[config.mk]
export PLATFORM = sky130hd
export DESIGN_NAME = hashed_key_range_value
export DESIGN_NICKNAME = d
export VERILOG_FILES = /design/src/design/hkr_pkg.sv /design/src/design/hkr_front.sv /design/src/design/hkr_queue.sv /design/src/design/hkr_back.sv /design/src/design/hashed_key_range_value.sv
export SDC_FILE = /design/constraint.sdc
export NUM_CORES = 1
export LEC_CHECK = 0
export ABC_AREA = 1
export BUFFER_PORTS_ARGS = -buffer_cell sky130_fd_sc_hd__buf_2
export CAP_MARGIN = 40
export CORE_ASPECT_RATIO = 1.5
export CORE_UTILIZATION = 60
export CTS_CLUSTER_SIZE = 14
export DETAILED_ROUTE_END_ITERATION = 10
export PLACE_DENSITY_LB_ADDON = 0.3
export SYNTH_ARGS = -nofsm -noshare
export SYNTH_HDL_FRONTEND = slang
export SYNTH_SLANG_ARGS = --single-unit
[constraint.sdc]
create_clock -name clk -period 12.65 [get_ports clk]
set_input_delay 0.6325 -clock clk [delete_from_list [all_inputs] [get_ports clk]]
set_output_delay 0.6325 -clock clk [all_outputs]
set_load 0.005 [all_outputs]
[src/design/hkr_pkg.sv]
`default_nettype none
// ----------------------------------------------------------------------------
// hkr_pkg: shared types and constants for the hashed key range value block
// FNV-1a constants, the job record passed from front to back, and the
// back-end state encoding.
// ----------------------------------------------------------------------------
package hkr_pkg;

    localparam int HASH_W = 32;
    localparam int STEP_W = $clog2(HASH_W);

    localparam logic [HASH_W-1:0] FNV_BASIS = 32'd2166136261;
    localparam logic [HASH_W-1:0] FNV_PRIME = 32'd16777619;

    localparam logic [STEP_W-1:0] LAST_STEP = STEP_W'(HASH_W - 1);

    // One finished key waiting for its range reduction
    typedef struct packed {
        logic [HASH_W-1:0] hash;
        logic [HASH_W-1:0] range_min;
        logic [HASH_W-1:0] range_max;
    } hkr_job_t;

    typedef enum logic [1:0] {
        HKR_IDLE,
        HKR_DIV,
        HKR_ADD,
        HKR_DONE
    } hkr_state_t;

    // One FNV-1a step: xor the byte in, multiply by the prime mod 2^32
    function automatic logic [HASH_W-1:0] hkr_fold(
        input logic [HASH_W-1:0] h,
        input logic [7:0]        b
    );
        logic [HASH_W-1:0] x;
        x = h ^ {24'd0, b};
        return x * FNV_PRIME;
    endfunction

endpackage
`default_nettype wire

[src/design/hkr_front.sv]
`default_nettype none
// ----------------------------------------------------------------------------
// hkr_front: key byte intake and FNV-1a folding
// Folds one byte per beat into the running hash if has_byte is set; on
// a key's last beat it hands the final hash and range bounds to the job queue.
// ----------------------------------------------------------------------------
module hkr_front (
    input  wire logic                      clk,
    input  wire logic                      rst_n,
    input  wire logic                      push,
    output logic                           full,
    input  wire logic [7:0]                key_byte,
    input  wire logic                      has_byte,
    input  wire logic                      last_byte,
    input  wire logic [31:0]               range_min,
    input  wire logic [31:0]               range_max,
    output logic                           job_push,
    output hkr_pkg::hkr_job_t              job,
    input  wire logic                      q_full
);
    import hkr_pkg::*;

    logic [HASH_W-1:0] running_hash_reg;
    logic [HASH_W-1:0] running_hash_next;
    logic [HASH_W-1:0] folded;
    logic              accept;

    // Intake stalls only when the job queue cannot take a finished key
    assign full   = q_full;
    assign accept = push && !q_full;

    assign folded = has_byte ? hkr_fold(running_hash_reg, key_byte) : running_hash_reg;

    // Hash update: restart at the basis after the last byte
    always_comb
    begin
        running_hash_next = running_hash_reg;
        if (accept)
        begin
            running_hash_next = last_byte ? FNV_BASIS : folded;
        end
    end

    always_ff @(posedge clk or negedge rst_n)
    begin
        if (!rst_n)
        begin
            running_hash_reg <= FNV_BASIS;
        end
        else
        begin
            running_hash_reg <= running_hash_next;
        end
    end

    // Job handed to the back end
    assign job_push        = accept && last_byte;
    assign job.hash        = folded;
    assign job.range_min   = range_min;
    assign job.range_max   = range_max;

endmodule
`default_nettype wire

[src/design/hkr_queue.sv]
`default_nettype none
// ----------------------------------------------------------------------------
// hkr_queue: job queue between front and back
// Small register queue of finished keys; lets the front keep taking bytes
// while the back end works through a range reduction.
// ----------------------------------------------------------------------------
module hkr_queue #(
    parameter int DEPTH = 2
) (
    input  wire logic              clk,
    input  wire logic              rst_n,
    input  wire logic              wr_en,
    input  wire hkr_pkg::hkr_job_t wr_job,
    output logic                   q_full,
    input  wire logic              rd_en,
    output hkr_pkg::hkr_job_t      rd_job,
    output logic                   q_empty
);
    import hkr_pkg::*;

    localparam int PTR_W = (DEPTH > 1) ? $clog2(DEPTH) : 1;
    localparam int CNT_W = $clog2(DEPTH + 1);
    localparam logic [PTR_W-1:0] PTR_LAST = PTR_W'(DEPTH - 1);
    localparam logic [CNT_W-1:0] CNT_FULL = CNT_W'(DEPTH);

    hkr_job_t          entries_reg [DEPTH];
    logic [PTR_W-1:0]  wr_ptr_reg, wr_ptr_next;
    logic [PTR_W-1:0]  rd_ptr_reg, rd_ptr_next;
    logic [CNT_W-1:0]  count_reg, count_next;

    assign q_full  = (count_reg == CNT_FULL);
    assign q_empty = (count_reg == '0);
    assign rd_job  = entries_reg[rd_ptr_reg];

    // Pointer and fill count update
    always_comb
    begin
        wr_ptr_next = wr_ptr_reg;
        rd_ptr_next = rd_ptr_reg;
        count_next  = count_reg;
        if (wr_en)
        begin
            wr_ptr_next = (wr_ptr_reg == PTR_LAST) ? '0 : wr_ptr_reg + 1'b1;
        end
        if (rd_en)
        begin
            rd_ptr_next = (rd_ptr_reg == PTR_LAST) ? '0 : rd_ptr_reg + 1'b1;
        end
        if (wr_en && !rd_en)
        begin
            count_next = count_reg + 1'b1;
        end
        else if (rd_en && !wr_en)
        begin
            count_next = count_reg - 1'b1;
        end
    end

    always_ff @(posedge clk or negedge rst_n)
    begin
        if (!rst_n)
        begin
            wr_ptr_reg <= '0;
            rd_ptr_reg <= '0;
            count_reg  <= '0;
        end
        else
        begin
            wr_ptr_reg <= wr_ptr_next;
            rd_ptr_reg <= rd_ptr_next;
            count_reg  <= count_next;
        end
    end

    // Entry storage, no reset needed
    always_ff @(posedge clk)
    begin
        if (wr_en)
        begin
            entries_reg[wr_ptr_reg] <= wr_job;
        end
    end

    // Checks
    a_no_overflow: assert property (@(posedge clk) disable iff (!rst_n)
        !(wr_en && q_full))
        else $error("job written into a full queue");

    a_no_underflow: assert property (@(posedge clk) disable iff (!rst_n)
        !(rd_en && q_empty))
        else $error("job read from an empty queue");

    a_count_bound: assert property (@(posedge clk) disable iff (!rst_n)
        count_reg <= CNT_FULL)
        else $error("queue fill count beyond depth");

endmodule
`default_nettype wire

[src/design/hkr_back.sv]
`default_nettype none
// ----------------------------------------------------------------------------
// hkr_back: range reduction and result register
// Takes one job at a time, reduces the hash into [range_min, range_max]
// with a restoring divider (one quotient bit per cycle), and holds the
// result in an output register until it is popped.
// ----------------------------------------------------------------------------
module hkr_back (
    input  wire logic              clk,
    input  wire logic              rst_n,
    input  wire hkr_pkg::hkr_job_t rd_job,
    input  wire logic              q_empty,
    output logic                   rd_en,
    output logic                   empty,
    input  wire logic              pop,
    output logic [31:0]            ranged_value,
    output logic [31:0]            key_hash
);
    import hkr_pkg::*;

    hkr_state_t         state_reg, state_next;
    logic [HASH_W-1:0]  hash_reg, hash_next;
    logic [HASH_W-1:0]  min_reg, min_next;
    logic [HASH_W-1:0]  span_reg, span_next;
    logic [HASH_W-1:0]  dvd_reg, dvd_next;
    logic [HASH_W-1:0]  rem_reg, rem_next;
    logic [HASH_W-1:0]  value_reg, value_next;
    logic [STEP_W-1:0]  step_cnt_reg, step_cnt_next;
    logic               out_valid_reg, out_valid_next;
    logic [HASH_W-1:0]  ranged_value_reg;
    logic [HASH_W-1:0]  key_hash_reg;

    logic [HASH_W-1:0]  job_span;
    logic               job_empty_range;
    logic [HASH_W:0]    shifted;
    logic               sub_ok;
    logic               out_load;

    assign job_span        = rd_job.range_max - rd_job.range_min + 1'b1;
    assign job_empty_range = (rd_job.range_min >= rd_job.range_max);

    // One restoring divide step
    assign shifted = {rem_reg, dvd_reg[HASH_W-1]};
    assign sub_ok  = (shifted >= {1'b0, span_reg});

    // Next state
    always_comb
    begin
        state_next = state_reg;
        case (state_reg)
            HKR_IDLE:
            begin
                if (!q_empty)
                begin
                    state_next = (job_empty_range || job_span == '0) ? HKR_DONE : HKR_DIV;
                end
            end
            HKR_DIV:
            begin
                if (step_cnt_reg == LAST_STEP)
                begin
                    state_next = HKR_ADD;
                end
            end
            HKR_ADD:
            begin
                state_next = HKR_DONE;
            end
            HKR_DONE:
            begin
                if (!out_valid_reg || pop)
                begin
                    state_next = HKR_IDLE;
                end
            end
            default:
            begin
                state_next = HKR_IDLE;
            end
        endcase
    end

    // State outputs
    always_comb
    begin
        rd_en    = 1'b0;
        out_load = 1'b0;
        case (state_reg)
            HKR_IDLE: rd_en    = !q_empty;
            HKR_DONE: out_load = !out_valid_reg || pop;
            default:
            begin
                rd_en    = 1'b0;
                out_load = 1'b0;
            end
        endcase
    end

    // Datapath next values
    always_comb
    begin
        hash_next     = hash_reg;
        min_next      = min_reg;
        span_next     = span_reg;
        dvd_next      = dvd_reg;
        rem_next      = rem_reg;
        value_next    = value_reg;
        step_cnt_next = step_cnt_reg;
        case (state_reg)
            HKR_IDLE:
            begin
                hash_next     = rd_job.hash;
                min_next      = rd_job.range_min;
                span_next     = job_span;
                dvd_next      = rd_job.hash;
                rem_next      = '0;
                step_cnt_next = '0;
                // empty range gives the minimum, full range gives the hash
                value_next    = job_empty_range ? rd_job.range_min : rd_job.hash;
            end
            HKR_DIV:
            begin
                dvd_next      = {dvd_reg[HASH_W-2:0], 1'b0};
                rem_next      = sub_ok ? HASH_W'(shifted - {1'b0, span_reg})
                                       : shifted[HASH_W-1:0];
                step_cnt_next = step_cnt_reg + 1'b1;
            end
            HKR_ADD:
            begin
                value_next = min_reg + rem_reg;
            end
            default:
            begin
                value_next = value_reg;
            end
        endcase
    end

    // Result register valid flag
    always_comb
    begin
        out_valid_next = out_valid_reg;
        if (out_load)
        begin
            out_valid_next = 1'b1;
        end
        else if (pop && out_valid_reg)
        begin
            out_valid_next = 1'b0;
        end
    end

    always_ff @(posedge clk or negedge rst_n)
    begin
        if (!rst_n)
        begin
            state_reg     <= HKR_IDLE;
            out_valid_reg <= 1'b0;
            step_cnt_reg  <= '0;
        end
        else
        begin
            state_reg     <= state_next;
            out_valid_reg <= out_valid_next;
            step_cnt_reg  <= step_cnt_next;
        end
    end

    // Payload registers
    always_ff @(posedge clk)
    begin
        hash_reg  <= hash_next;
        min_reg   <= min_next;
        span_reg  <= span_next;
        dvd_reg   <= dvd_next;
        rem_reg   <= rem_next;
        value_reg <= value_next;
        if (out_load)
        begin
            ranged_value_reg <= value_reg;
            key_hash_reg     <= hash_reg;
        end
    end

    assign empty        = !out_valid_reg;
    assign ranged_value = ranged_value_reg;
    assign key_hash     = key_hash_reg;

    // Checks
    a_rem_below_span: assert property (@(posedge clk) disable iff (!rst_n)
        (state_reg == HKR_DIV) |-> (rem_reg < span_reg))
        else $error("divider remainder not below span");

    a_div_ends: assert property (@(posedge clk) disable iff (!rst_n)
        (state_reg == HKR_DIV && step_cnt_reg == LAST_STEP) |=> (state_reg == HKR_ADD))
        else $error("divider did not finish after the last step");

    a_done_waits: assert property (@(posedge clk) disable iff (!rst_n)
        (state_reg == HKR_DONE && out_valid_reg && !pop) |=> (state_reg == HKR_DONE))
        else $error("result left while the output register was occupied");

    a_take_only_idle: assert property (@(posedge clk) disable iff (!rst_n)
        rd_en |-> (state_reg == HKR_IDLE))
        else $error("job taken while busy");

endmodule
`default_nettype wire

[src/design/hashed_key_range_value.sv]
`default_nettype none
// ----------------------------------------------------------------------------
// hashed_key_range_value: FNV-1a key hash mapped into an inclusive range
// Folds key bytes into a 32-bit FNV-1a hash and, at the end of each key,
// reduces the hash into [range_min, range_max].
// ----------------------------------------------------------------------------
//  channel   handshake        payload
//  input     push / full      key_byte, has_byte, last_byte, range_min, range_max
//  result    empty / pop      ranged_value, key_hash
//
//  Key bytes are taken one beat per cycle while full is low; the hash fold
//  is combinational. A key end reaches the result ports through the queue
//  write, the take, 32 restoring divide steps, the add and the hand-off;
//  empty and full ranges skip the divider and the add.
//  Up to QUEUE_DEPTH finished keys wait between front and back; full rises
//  when that queue is full. Reset clears the hash to the offset basis.
// ----------------------------------------------------------------------------
module hashed_key_range_value #(
    parameter int QUEUE_DEPTH = 2
) (
    input  wire logic         clk,
    input  wire logic         rst_n,
    input  wire logic         push,
    output logic              full,
    input  wire logic [7:0]   key_byte,
    input  wire logic         has_byte,
    input  wire logic         last_byte,
    input  wire logic [31:0]  range_min,
    input  wire logic [31:0]  range_max,
    output logic              empty,
    input  wire logic         pop,
    output logic [31:0]       ranged_value,
    output logic [31:0]       key_hash
);
    import hkr_pkg::*;

    hkr_job_t  wr_job;
    hkr_job_t  rd_job;
    logic      job_push;
    logic      q_full;
    logic      q_empty;
    logic      rd_en;

    // Byte intake and hashing
    hkr_front u_front (
        .clk       (clk),
        .rst_n     (rst_n),
        .push      (push),
        .full      (full),
        .key_byte  (key_byte),
        .has_byte  (has_byte),
        .last_byte (last_byte),
        .range_min (range_min),
        .range_max (range_max),
        .job_push  (job_push),
        .job       (wr_job),
        .q_full    (q_full)
    );

    // Finished keys in flight
    hkr_queue #(
        .DEPTH (QUEUE_DEPTH)
    ) u_queue (
        .clk     (clk),
        .rst_n   (rst_n),
        .wr_en   (job_push),
        .wr_job  (wr_job),
        .q_full  (q_full),
        .rd_en   (rd_en),
        .rd_job  (rd_job),
        .q_empty (q_empty)
    );

    // Range reduction and result register
    hkr_back u_back (
        .clk          (clk),
        .rst_n        (rst_n),
        .rd_job       (rd_job),
        .q_empty      (q_empty),
        .rd_en        (rd_en),
        .empty        (empty),
        .pop          (pop),
        .ranged_value (ranged_value),
        .key_hash     (key_hash)
    );

endmodule
`default_nettype wire
; ---- After elaboration in Yosys (flattened, before gate mapping)
; Memory sizes are Yosys's and may differ from the RTL's.
; Cells that the tools add are included.
[totals]
register_bits = 300
ramBits = 192
in_bits = 78
out_inout_bits = 66
wordCells = 80
memories = 1
[op_classes]
n_addsub = 9
n_mul = 1
order_cmp = 2
eq_ne = 8
n_mux = 23
n_bitwise = 1
n_reduce_logical = 20
[memory_table]
columns = memory, depth, word_bits, rd, rd_ports_with_merged_regs, wr, line_no
row1 = u_queue.entries_reg, 2, 96, 1, 0, 1, hkr_queue.sv:26  ; hkr_job_t entries_reg [DEPTH];
[op_table]
columns = cell, n
row1 = one-hot mux 32 bit (2 select lines), 3
row2 = 2-to-1 mux 32 bit, 4
row3 = subtractor 32 bit, 2
row4 = greater-or-equal comparator 33 x 32 -> 1 bit, 1
row5 = adder 32 x 1 -> 32 bit (second input constant), 1
row6 = adder 32 bit, 1
row7 = greater-or-equal comparator 32 bit, 1
row8 = logical NOT 32 bit, 1
row9 = multiplier 32 x 25 -> 32 bit (second input constant), 1
row10 = XOR 32 x 8 -> 32 bit, 1
row11 = 2-to-1 mux 2 bit, 6
row12 = one-hot mux 5 bit (2 select lines), 1
row13 = 2-to-1 mux 1 bit, 8
row14 = one-hot mux 2 bit (4 select lines), 1
row15 = nonzero test 2 bit, 4
row16 = equality test 2 bit (second input constant), 3
row17 = adder 5 x 1 -> 5 bit (second input constant), 1
row18 = equality test 5 bit (second input constant), 1
row19 = logical AND 1 bit, 5
row20 = logical NOT 1 bit, 5
row21 = logical NOT 2 bit, 2
row22 = inequality test 2 x 1 -> 1 bit (second input constant), 2
row23 = AND reduction 3 bit, 1
row24 = adder 1 bit (second input constant), 2
row25 = other kinds (5), 6

; ---- Depth between registers and ports, before layout
; Gate-level depths: netlist of run 1.
[depth]
ltp_word = 8
depth_mapped = 29
ltp_nobuf = 27

; ---- Modules after synthesis
; Synthesis of run 1 repeated with hierarchy kept, for this count alone.
[hier_totals]
cells_unflattened = 3409
area_unflattened_um2 = 32601.3
[modules_own_cells]
columns = mod, instances, cells_per_inst, area_per_inst_um2, seq_area_each_um2
row1 = hkr_back, 1, 1967, 16862.4, 7887.6
row2 = hkr_front, 1, 1118, 8486.9, 818.3
row3 = hkr_queue, 1, 324, 7252.0, 5865.6

; ---- Least setup slack after synthesis of run 1
; No wires, ideal clock.
[synth_path]
path_kind = input -> register
from = input push
to = memory u_queue.entries_reg[0][0] (netlist name) (enable)
setup_time_ns = 0.551
t_arrival_ns = 5.071
required_ns = 12.099
slack_ns = 7.028
cell_stages = 4
path_buffers = 0
path_cell_list = o21ai_1 -> nor2_1 -> inv_1 -> nor2_1
[synth_between]
elab_chain_len = 4
[synth_rtl]
columns = element, line_no
row1 = start: declaration, hashed_key_range_value.sv:23  ; input wire logic push,
row2 = logical AND 1 bit, hkr_front.sv:30  ; assign accept = push && !q_full;
row3 = logical AND 1 bit, hkr_front.sv:57  ; assign job_push = accept && last_byte;
row4 = net job_push, hashed_key_range_value.sv:39  ; logic job_push;
row5 = 2-to-1 mux 1 bit, hkr_queue.sv:78  ; if (wr_en)
row6 = 2-to-1 mux 1 bit (implied by the code), hkr_queue.sv:80  ; entries_reg[wr_ptr_reg] <= wr_job;
row7 = end: declaration, hkr_queue.sv:26
; The timed path passes the listed nets, and every way through them passes these cells.

; ---- Worst setup path after layout of run 1
[layout_path]
from = register u_front.running_hash_reg[7]
to = memory u_queue.entries_reg[0][92] (netlist name) (data pin)
[layout_between]
elab_chain_len = 3
[layout_rtl]
columns = element, line_no
row1 = start: declaration, hkr_front.sv:23  ; logic [HASH_W-1:0] running_hash_reg;
row2 = start signal: assignment, hkr_front.sv:52  ; running_hash_reg <= running_hash_next;
row3 = XOR 32 x 8 -> 32 bit, hkr_pkg.sv:37  ; x = h ^ {24'd0, b};
row4 = multiplier 32 x 25 -> 32 bit, hkr_pkg.sv:38  ; return x * FNV_PRIME;
row5 = 2-to-1 mux 32 bit, hkr_front.sv:32  ; assign folded = has_byte ? hkr_fold(running_hash_reg, key_byte) : running_hash_reg;
row6 = net u_front.folded[28], hkr_front.sv:25  ; logic [HASH_W-1:0] folded;
; The timed path passes the listed nets, and every way through them passes these cells.

==> run summary, run 1 <==
Die span in y: 283 um
FF/Latch Area: 14600 um^2
Slowest CP cell: dfstp_2
Max cap viols: 0
Placed Area: 33400 um^2
CTS tree: built
I/O Buffers: 143
Setup bufs post-CTS: 0
R2R cell count: 22
Seq/Total Area, Yosys: 46.1%
Clock transition at path regs: 0.07 ns
TritonCTS Buffers: 47
DRC violations left: 0
ANT nets after route: 0
CP endpoint kind: flip-flop
H-tree depth: 2
Period utilization: 47.8%
Share of cells above drive strength 1: 12.6%
Cell variety after synth: 60
Initial antenna violation count: 8
DR iter-0 viols: 1855
CP cell instances: xnor2_1 > inv_1 > ha_1 > ha_1 > fa_1 > ha_1 > fa_1 > ha_1 > inv_1 > fa_1 > inv_1 > ha_1 > inv_1 > o21ai_0 > a21oi_1 > o21ai_0 > a221oi_1 > nand2_1 > nand2_1 > nand3_1 > o21ai_1 > inv_1
R2R Setup Slk: 6.60 ns
Final instance area: 34900 um^2
Syn Area/Cell: 9.62 um^2
RSZ-0062 raised after global routing: no
Hold_buf cts: 0
Crit path launch type: flip-flop
Die X: 189 um
Worst Clk Skew: 0.0363 ns
Worst rel slew slack: 37.9%
Worst-path fanout max: 6
Syn Nets: 3792
Crit-path leading delay family: adder cells
Post-CTS resize count: 0
FFs w/ async S/R, synth: 8.94%
Number of nets in the layout: 3968
First-pass GRT wire length: 148000 um
EDFF count, synth: 448
Die area: 53700 um^2
Clock root cell: clkbuf_16
Buf/Inv on CP: 5
Vias per cell: 5.84
Setup CP Type: flip-flop to flip-flop
R2R Path End: u_queue.entries_reg[0][92]$_DFFE_PP_
Worst min-delay path class: input pin to async pin
Synth top area share: 42.5%
Multi-input combinational cell area: 14600 um^2
Routed vias: 24400
Setup violators final: 0
Vias in the first global route: 25400
Top_reg_cell synth: edfxtp_1
Final worst path period need: 6.05 ns
GP Congestion: 1.07
Layout area overhead: 10.4%
Largest net degree at the start of global routing: 96
Detailed placer's ending HPWL: 80900 um
Clock buffer depth: 3
Avg WL per Cell: 23.9 um
Dominant cells by area after synthesis: edfxtp_1 43%, ha_1 14%, inv_1 7.1%
Setup TNS Final: 0 ns
F_max: 165 MHz
Cell taking the most area after synthesis: edfxtp_1
Netlist Area Pre-Place: 31600 um^2
WP data arrival: 6.40 ns
Worst r2r src: u_front.running_hash_reg[7]$_DFFE_PN1P_
Outcome: completed
DR pass1 iterations: 9
Worst-skew pair later-pin latency: 0.60 ns
Site row count: 102
Remaining Overflow, GRT: 0
Io pins: 144
CP peak stage delay: 0.55 ns
Required @ worst endpoint: 13.00 ns
Mapped Cells: 3290
Starting Density: 61.1%
# fillers: 4032
CTS Sinks: 492
Total global-route track usage: 37.8%
#FFs+latches synth: 492
Slew @ Worst Pin: 0.932 ns
Core area: 51800 um^2
WHS: 0.165 ns
Endpoints failing hold: 0
Max Slew Vio Count: 0
Yosys Warn Count: 0
Max reg flops: 192
Drt total wl: 100000 um
-- area by class of cell --
class	instances	area share (%)
multi-input combinational	2134	41.8
sequential	492	41.7
inverter	604	6.49
clock buffer	67	3.76
timing repair buffer	187	3.16
tap	676	2.42
clock inverter	20	0.641
antenna	7	0.0502
-- how the worst max path moves through the flow --
stage / slack [ns] / depth (start not counted) / to / from
after floorplan: 7.03 / 4 / u_queue.entries_reg[0][0]$_DFFE_PP_ / push
after global placement: 6.39 / 22 / u_queue.entries_reg[0][92]$_DFFE_PP_ / key_byte[5]
after detailed placement: 6.34 / 23 / u_queue.entries_reg[0][92]$_DFFE_PP_ / key_byte[7]
after CTS: 6.58 / 22 / u_queue.entries_reg[0][92]$_DFFE_PP_ / u_front.running_hash_reg[7]$_DFFE_PN1P_
after global routing: 6.24 / 22 / u_queue.entries_reg[0][92]$_DFFE_PP_ / u_front.running_hash_reg[7]$_DFFE_PN1P_
final: 6.60 / 22 / u_queue.entries_reg[0][92]$_DFFE_PP_ / u_front.running_hash_reg[7]$_DFFE_PN1P_
-- cells in the final DEF (no fill, tap or decap), drive strengths merged, types with 49 or more instances in the layout --
| master | n |
|---|---|
| inv | 605 |
| nand2 | 587 |
| edfxtp | 448 |
| ha | 347 |
| o21ai | 298 |
| a21oi | 195 |
| buf | 186 |
| nor2 | 157 |
| or2 | 104 |
| nand3 | 96 |
| fa | 77 |
| clkbuf | 68 |
| xor2 | 49 |
-- Yosys cell counts (4+ instances only) --
cell type,n
ha_1,347
nor3_2,4
xor2_1,49
nand3b_1,4
dfrtp_1,30
o211ai_1,8
o21ai_0,250
o21bai_1,16
nor2_2,8
nor2_4,6
a21oi_1,190
buf_2,6
and2_1,13
nor3_1,17
edfxtp_1,448
nand2_1,572
clkbuf_1,51
xnor2_1,40
or2_2,102
o21ai_2,4
inv_2,5
inv_1,597
fa_1,77
nand2_2,14
a21oi_2,5
o21a_1,6
nor4_1,7
a221oi_1,6
nand3_1,93
a21o_1,18
a31oi_1,19
nor2_1,143
o22ai_1,11
a22o_1,5
dfstp_2,14
nand4_1,21
o21ai_1,44
-- per-layer routing --
layer  routed length, um  up-vias  track usage, %
met1               32700    11700            37.8
met4                9870        2            31.4
met5                  16        -               0
met2               52400     1078            69.0
li1                    -    11300               -
met3                5310      381            4.63
-- worst reg2reg max path: stages, from the launching register on --
cell      delay, ns
dfstp_2        0.55
xnor2_1        0.15
inv_1          0.24
ha_1           0.35
ha_1           0.30
fa_1           0.50
ha_1           0.23
fa_1           0.49
ha_1           0.30
inv_1          0.06
fa_1           0.54
inv_1          0.04
ha_1           0.34
inv_1          0.08
o21ai_0        0.13
a21oi_1        0.30
o21ai_0        0.22
a221oi_1       0.53
nand2_1        0.11
nand2_1        0.08
nand3_1        0.06
o21ai_1        0.14
inv_1          0.08
-- cells by family (layout without fill, tap and decap cells) --
logic type / count (synthesis) / count (layout) / share of synthesized area (%)
buffers and inverters: 664 / 878 / 7.97
multiplexers: 2 / 2 / 0.0633
flip-flops: 492 / 492 / 46.1
XOR/XNOR: 89 / 89 / 2.46
AND/OR/NAND/NOR: 1013 / 1013 / 14.2
AO/OA/AOI/OAI: 606 / 606 / 10.7
adder cells (fa/ha/maj): 424 / 424 / 18.6
other: 0 / 7 / 0
-- through the flow --
step | std cells | setup slack, ns | util [%]
2_1_floorplan | 3290 | 7.03 | -
5_1_grt | 4187 | 6.24 | 67.4
3_3_place_gp | 4073 | 6.39 | 64.0
6_report | 4187 | 6.60 | 67.4
3_5_place_dp | 4092 | 6.34 | 64.4
4_1_cts | 4179 | 6.58 | 67.4
Power of run 1 is not shown: default switching activity piles up to over one toggle a cycle in this logic, so the estimate is an artifact.
==> inputs of run 2 (changes only) <==
Settings changed: CORE_UTILIZATION 60 to 57.
Clock period 12.65 ns to 5.5 ns, I/O delays scaled along.
==> run 2 against run 1 <==
Effect of this change: clock-buffer cell count increased by 4; core utilization decreased by 0.52 points; via count decreased by 0.19%; global-route usage decreased by 3.6 points; die area increased by 5.2%; setup slack got worse by 6.4 ns; final area increased by 4.9%; critical path depth decreased by 2; fmax increased by 13%; sequential share of layout area decreased by 1.9 points; final cell count increased by 3.6%; critical path type unchanged; highest routed layer is now met4.
==> run summary, run 2 (synthesized netlist as in run 1, its figures left out) <==
DR iter-0 viols: 1748 (was 1855)
Die X: 194 um (was 189 um)
CP endpoint kind: flip-flop (unchanged)
Worst rel slew slack: 40.5% (was 37.9%)
R2R Setup Slk: 0.16 ns (was 6.60 ns)
Final worst path period need: 5.34 ns (was 6.05 ns)
ANT nets after route: 0 (unchanged)
Core area: 54800 um^2 (was 51800 um^2)
Die span in y: 291 um (was 283 um)
Setup CP Type: flip-flop to flip-flop (unchanged)
Drt total wl: 96300 um (was 100000 um)
Worst-path fanout max: 3 (was 6)
CTS tree: built (unchanged)
Routed vias: 24400 (about the same)
Vias per cell: 5.63 (was 5.84)
WP data arrival: 5.70 ns (was 6.40 ns)
Max cap viols: 0 (unchanged)
Outcome: completed (unchanged)
Avg WL per Cell: 22.2 um (was 23.9 um)
Layout area overhead: 15.8% (was 10.4%)
Required @ worst endpoint: 5.86 ns (was 13.00 ns)
Max reg flops: 192 (unchanged)
Vias in the first global route: 24600 (was 25400)
Site row count: 105 (was 102)
Number of nets in the layout: 4102 (was 3968)
Starting Density: 57.7% (was 61.1%)
First-pass GRT wire length: 142000 um (was 148000 um)
GP Congestion: 1.06 (was 1.07)
Worst-skew pair later-pin latency: 0.62 ns (was 0.60 ns)
Worst min-delay path class: input pin to flip-flop (was input pin to async pin)
Clock transition at path regs: 0.07 ns (about the same)
Max Slew Vio Count: 0 (unchanged)
Crit path launch type: flip-flop (unchanged)
Detailed placer's ending HPWL: 76200 um (was 80900 um)
Clock buffer depth: 3 (unchanged)
H-tree depth: 2 (unchanged)
Share of cells above drive strength 1: 16.1% (was 12.6%)
CTS Sinks: 492 (unchanged)
Die area: 56500 um^2 (was 53700 um^2)
TritonCTS Buffers: 48 (was 47)
Most frequent cells in the layout: 591 x inv_1, 568 x nand2_1, 448 x edfxtp_1, 317 x ha_1, 239 x o21ai_0 (was 595 x inv_1, 572 x nand2_1, 448 x edfxtp_1, 345 x ha_1, 247 x o21ai_0)
Total global-route track usage: 34.2% (was 37.8%)
Initial antenna violation count: 4 (was 8)
Slew @ Worst Pin: 0.893 ns (was 0.932 ns)
I/O Buffers: 143 (unchanged)
Final instance area: 36600 um^2 (was 34900 um^2)
DR pass1 iterations: 6 (was 9)
Setup violators final: 0 (unchanged)
Io pins: 144 (unchanged)
Remaining Overflow, GRT: 0 (unchanged)
Placed Area: 33900 um^2 (was 33400 um^2)
DRC violations left: 0 (unchanged)
Most common cell after layout, fill and taps aside: inv_1 (unchanged)
F_max: 187 MHz (was 165 MHz)
Worst Clk Skew: 0.0310 ns (was 0.0363 ns)
Clock root cell: clkbuf_16 (unchanged)
Period utilization: 97.1% (was 47.8%)
Endpoints failing hold: 0 (unchanged)
Largest net degree at the start of global routing: 97 (was 96)
run 2: changes by cell type in the layout (fill, tap and decap cells not counted), moves of 7 or more:
cell | previous run | this run
buf_4 | 25 | 100
dlygate4sd3_1 | 0 | 66
ha_1 | 345 | 317
ha_4 | 1 | 21
buf_2 | 155 | 147
ha_2 | 1 | 9
o21ai_0 | 247 | 239
o21ai_1 | 47 | 54
run 2: layer usage:
layer / vias up / wire, um / GRT usage [%]
li1: 11600 / - / -
met1: 11700 / 33500 / 36.4
met2: 855 / 49600 / 61.9
met3: 289 / 4590 / 3.48
met4: 0 / 8660 / 26.8
met5: - / 0 / 0
run 2: path summary, 6_finish.rpt:
| path | end | startpoint | cells past startpoint |
|---|---|---|---|
| min | u_queue.wr_ptr_reg$_DFFE_PN0P_ | last_byte | 4 |
| max in group asynchronous | u_front.running_hash_reg[16]$_DFFE_PN0P_ | rst_n | 3 |
| max | u_queue.entries_reg[0][95]$_DFFE_PP_ | u_front.running_hash_reg[19]$_DFFE_PN1P_ | 20 |
| min in group asynchronous | u_back.out_valid_reg$_DFFE_PN0P_ | rst_n | 3 |
| max reg2reg | u_queue.entries_reg[0][95]$_DFFE_PP_ | u_front.running_hash_reg[19]$_DFFE_PN1P_ | 20 |
| min reg2reg | u_back.key_hash[11]$_DFFE_PP_ | u_back.hash_reg[11]$_DFFE_PP_ | 0 |
run 2: area by class of cell:
type,count,area [um^2]
diodes,3,7.51
repair buffers,320,2300
well taps,695,870
clock inverters,17,170
inverters,604,2270
clock buffers,71,1350
multi-input cells,2134,15100
fillers,4344,18100
flip-flops and latches,492,14600
run 2: critical path, cell delays in order (launching register included):
cell and delay (ns):
dfstp_2 0.59, ha_1 0.25, ha_1 0.28, inv_1 0.05, fa_1 0.52, inv_1 0.04, ha_1 0.39, ha_4 0.31
fa_1 0.54, inv_1 0.06, fa_1 0.53, inv_1 0.04, ha_1 0.31, a21oi_1 0.20, o21ai_1 0.15, a221oi_1 0.29
o211ai_1 0.22, inv_1 0.09, nand2_1 0.05, nand3_1 0.08, nand2_1 0.09
run 2: through the flow:
stage	hold WS [ns]	setup TNS, ns	utilization [%]	setup WS [ns]	std cells
after floorplan	-0.0206	0	-	0.0434	3290
after global placement	0.401	-0.164	61.7	-0.0821	4163
after detailed placement	0.405	-1.05	61.8	-0.127	4172
after CTS	0.0414	0	65.9	0.00262	4327
after global routing	0.106	-0.188	66.9	-0.0511	4336
final	0.0613	0	66.9	0.162	4336
run 2: timing repair:
item                                    in CTS  in global routing
hold buffers                                66                  0
endpoints found under the setup margin      22                 47
gates cloned                                 0                  0
pin swaps                                    0                 37
buffers inserted                             1                  6
gates resized for setup                      4                 88
endpoints found under the hold margin      159                  0
Power of run 2 is left out for the same reason.
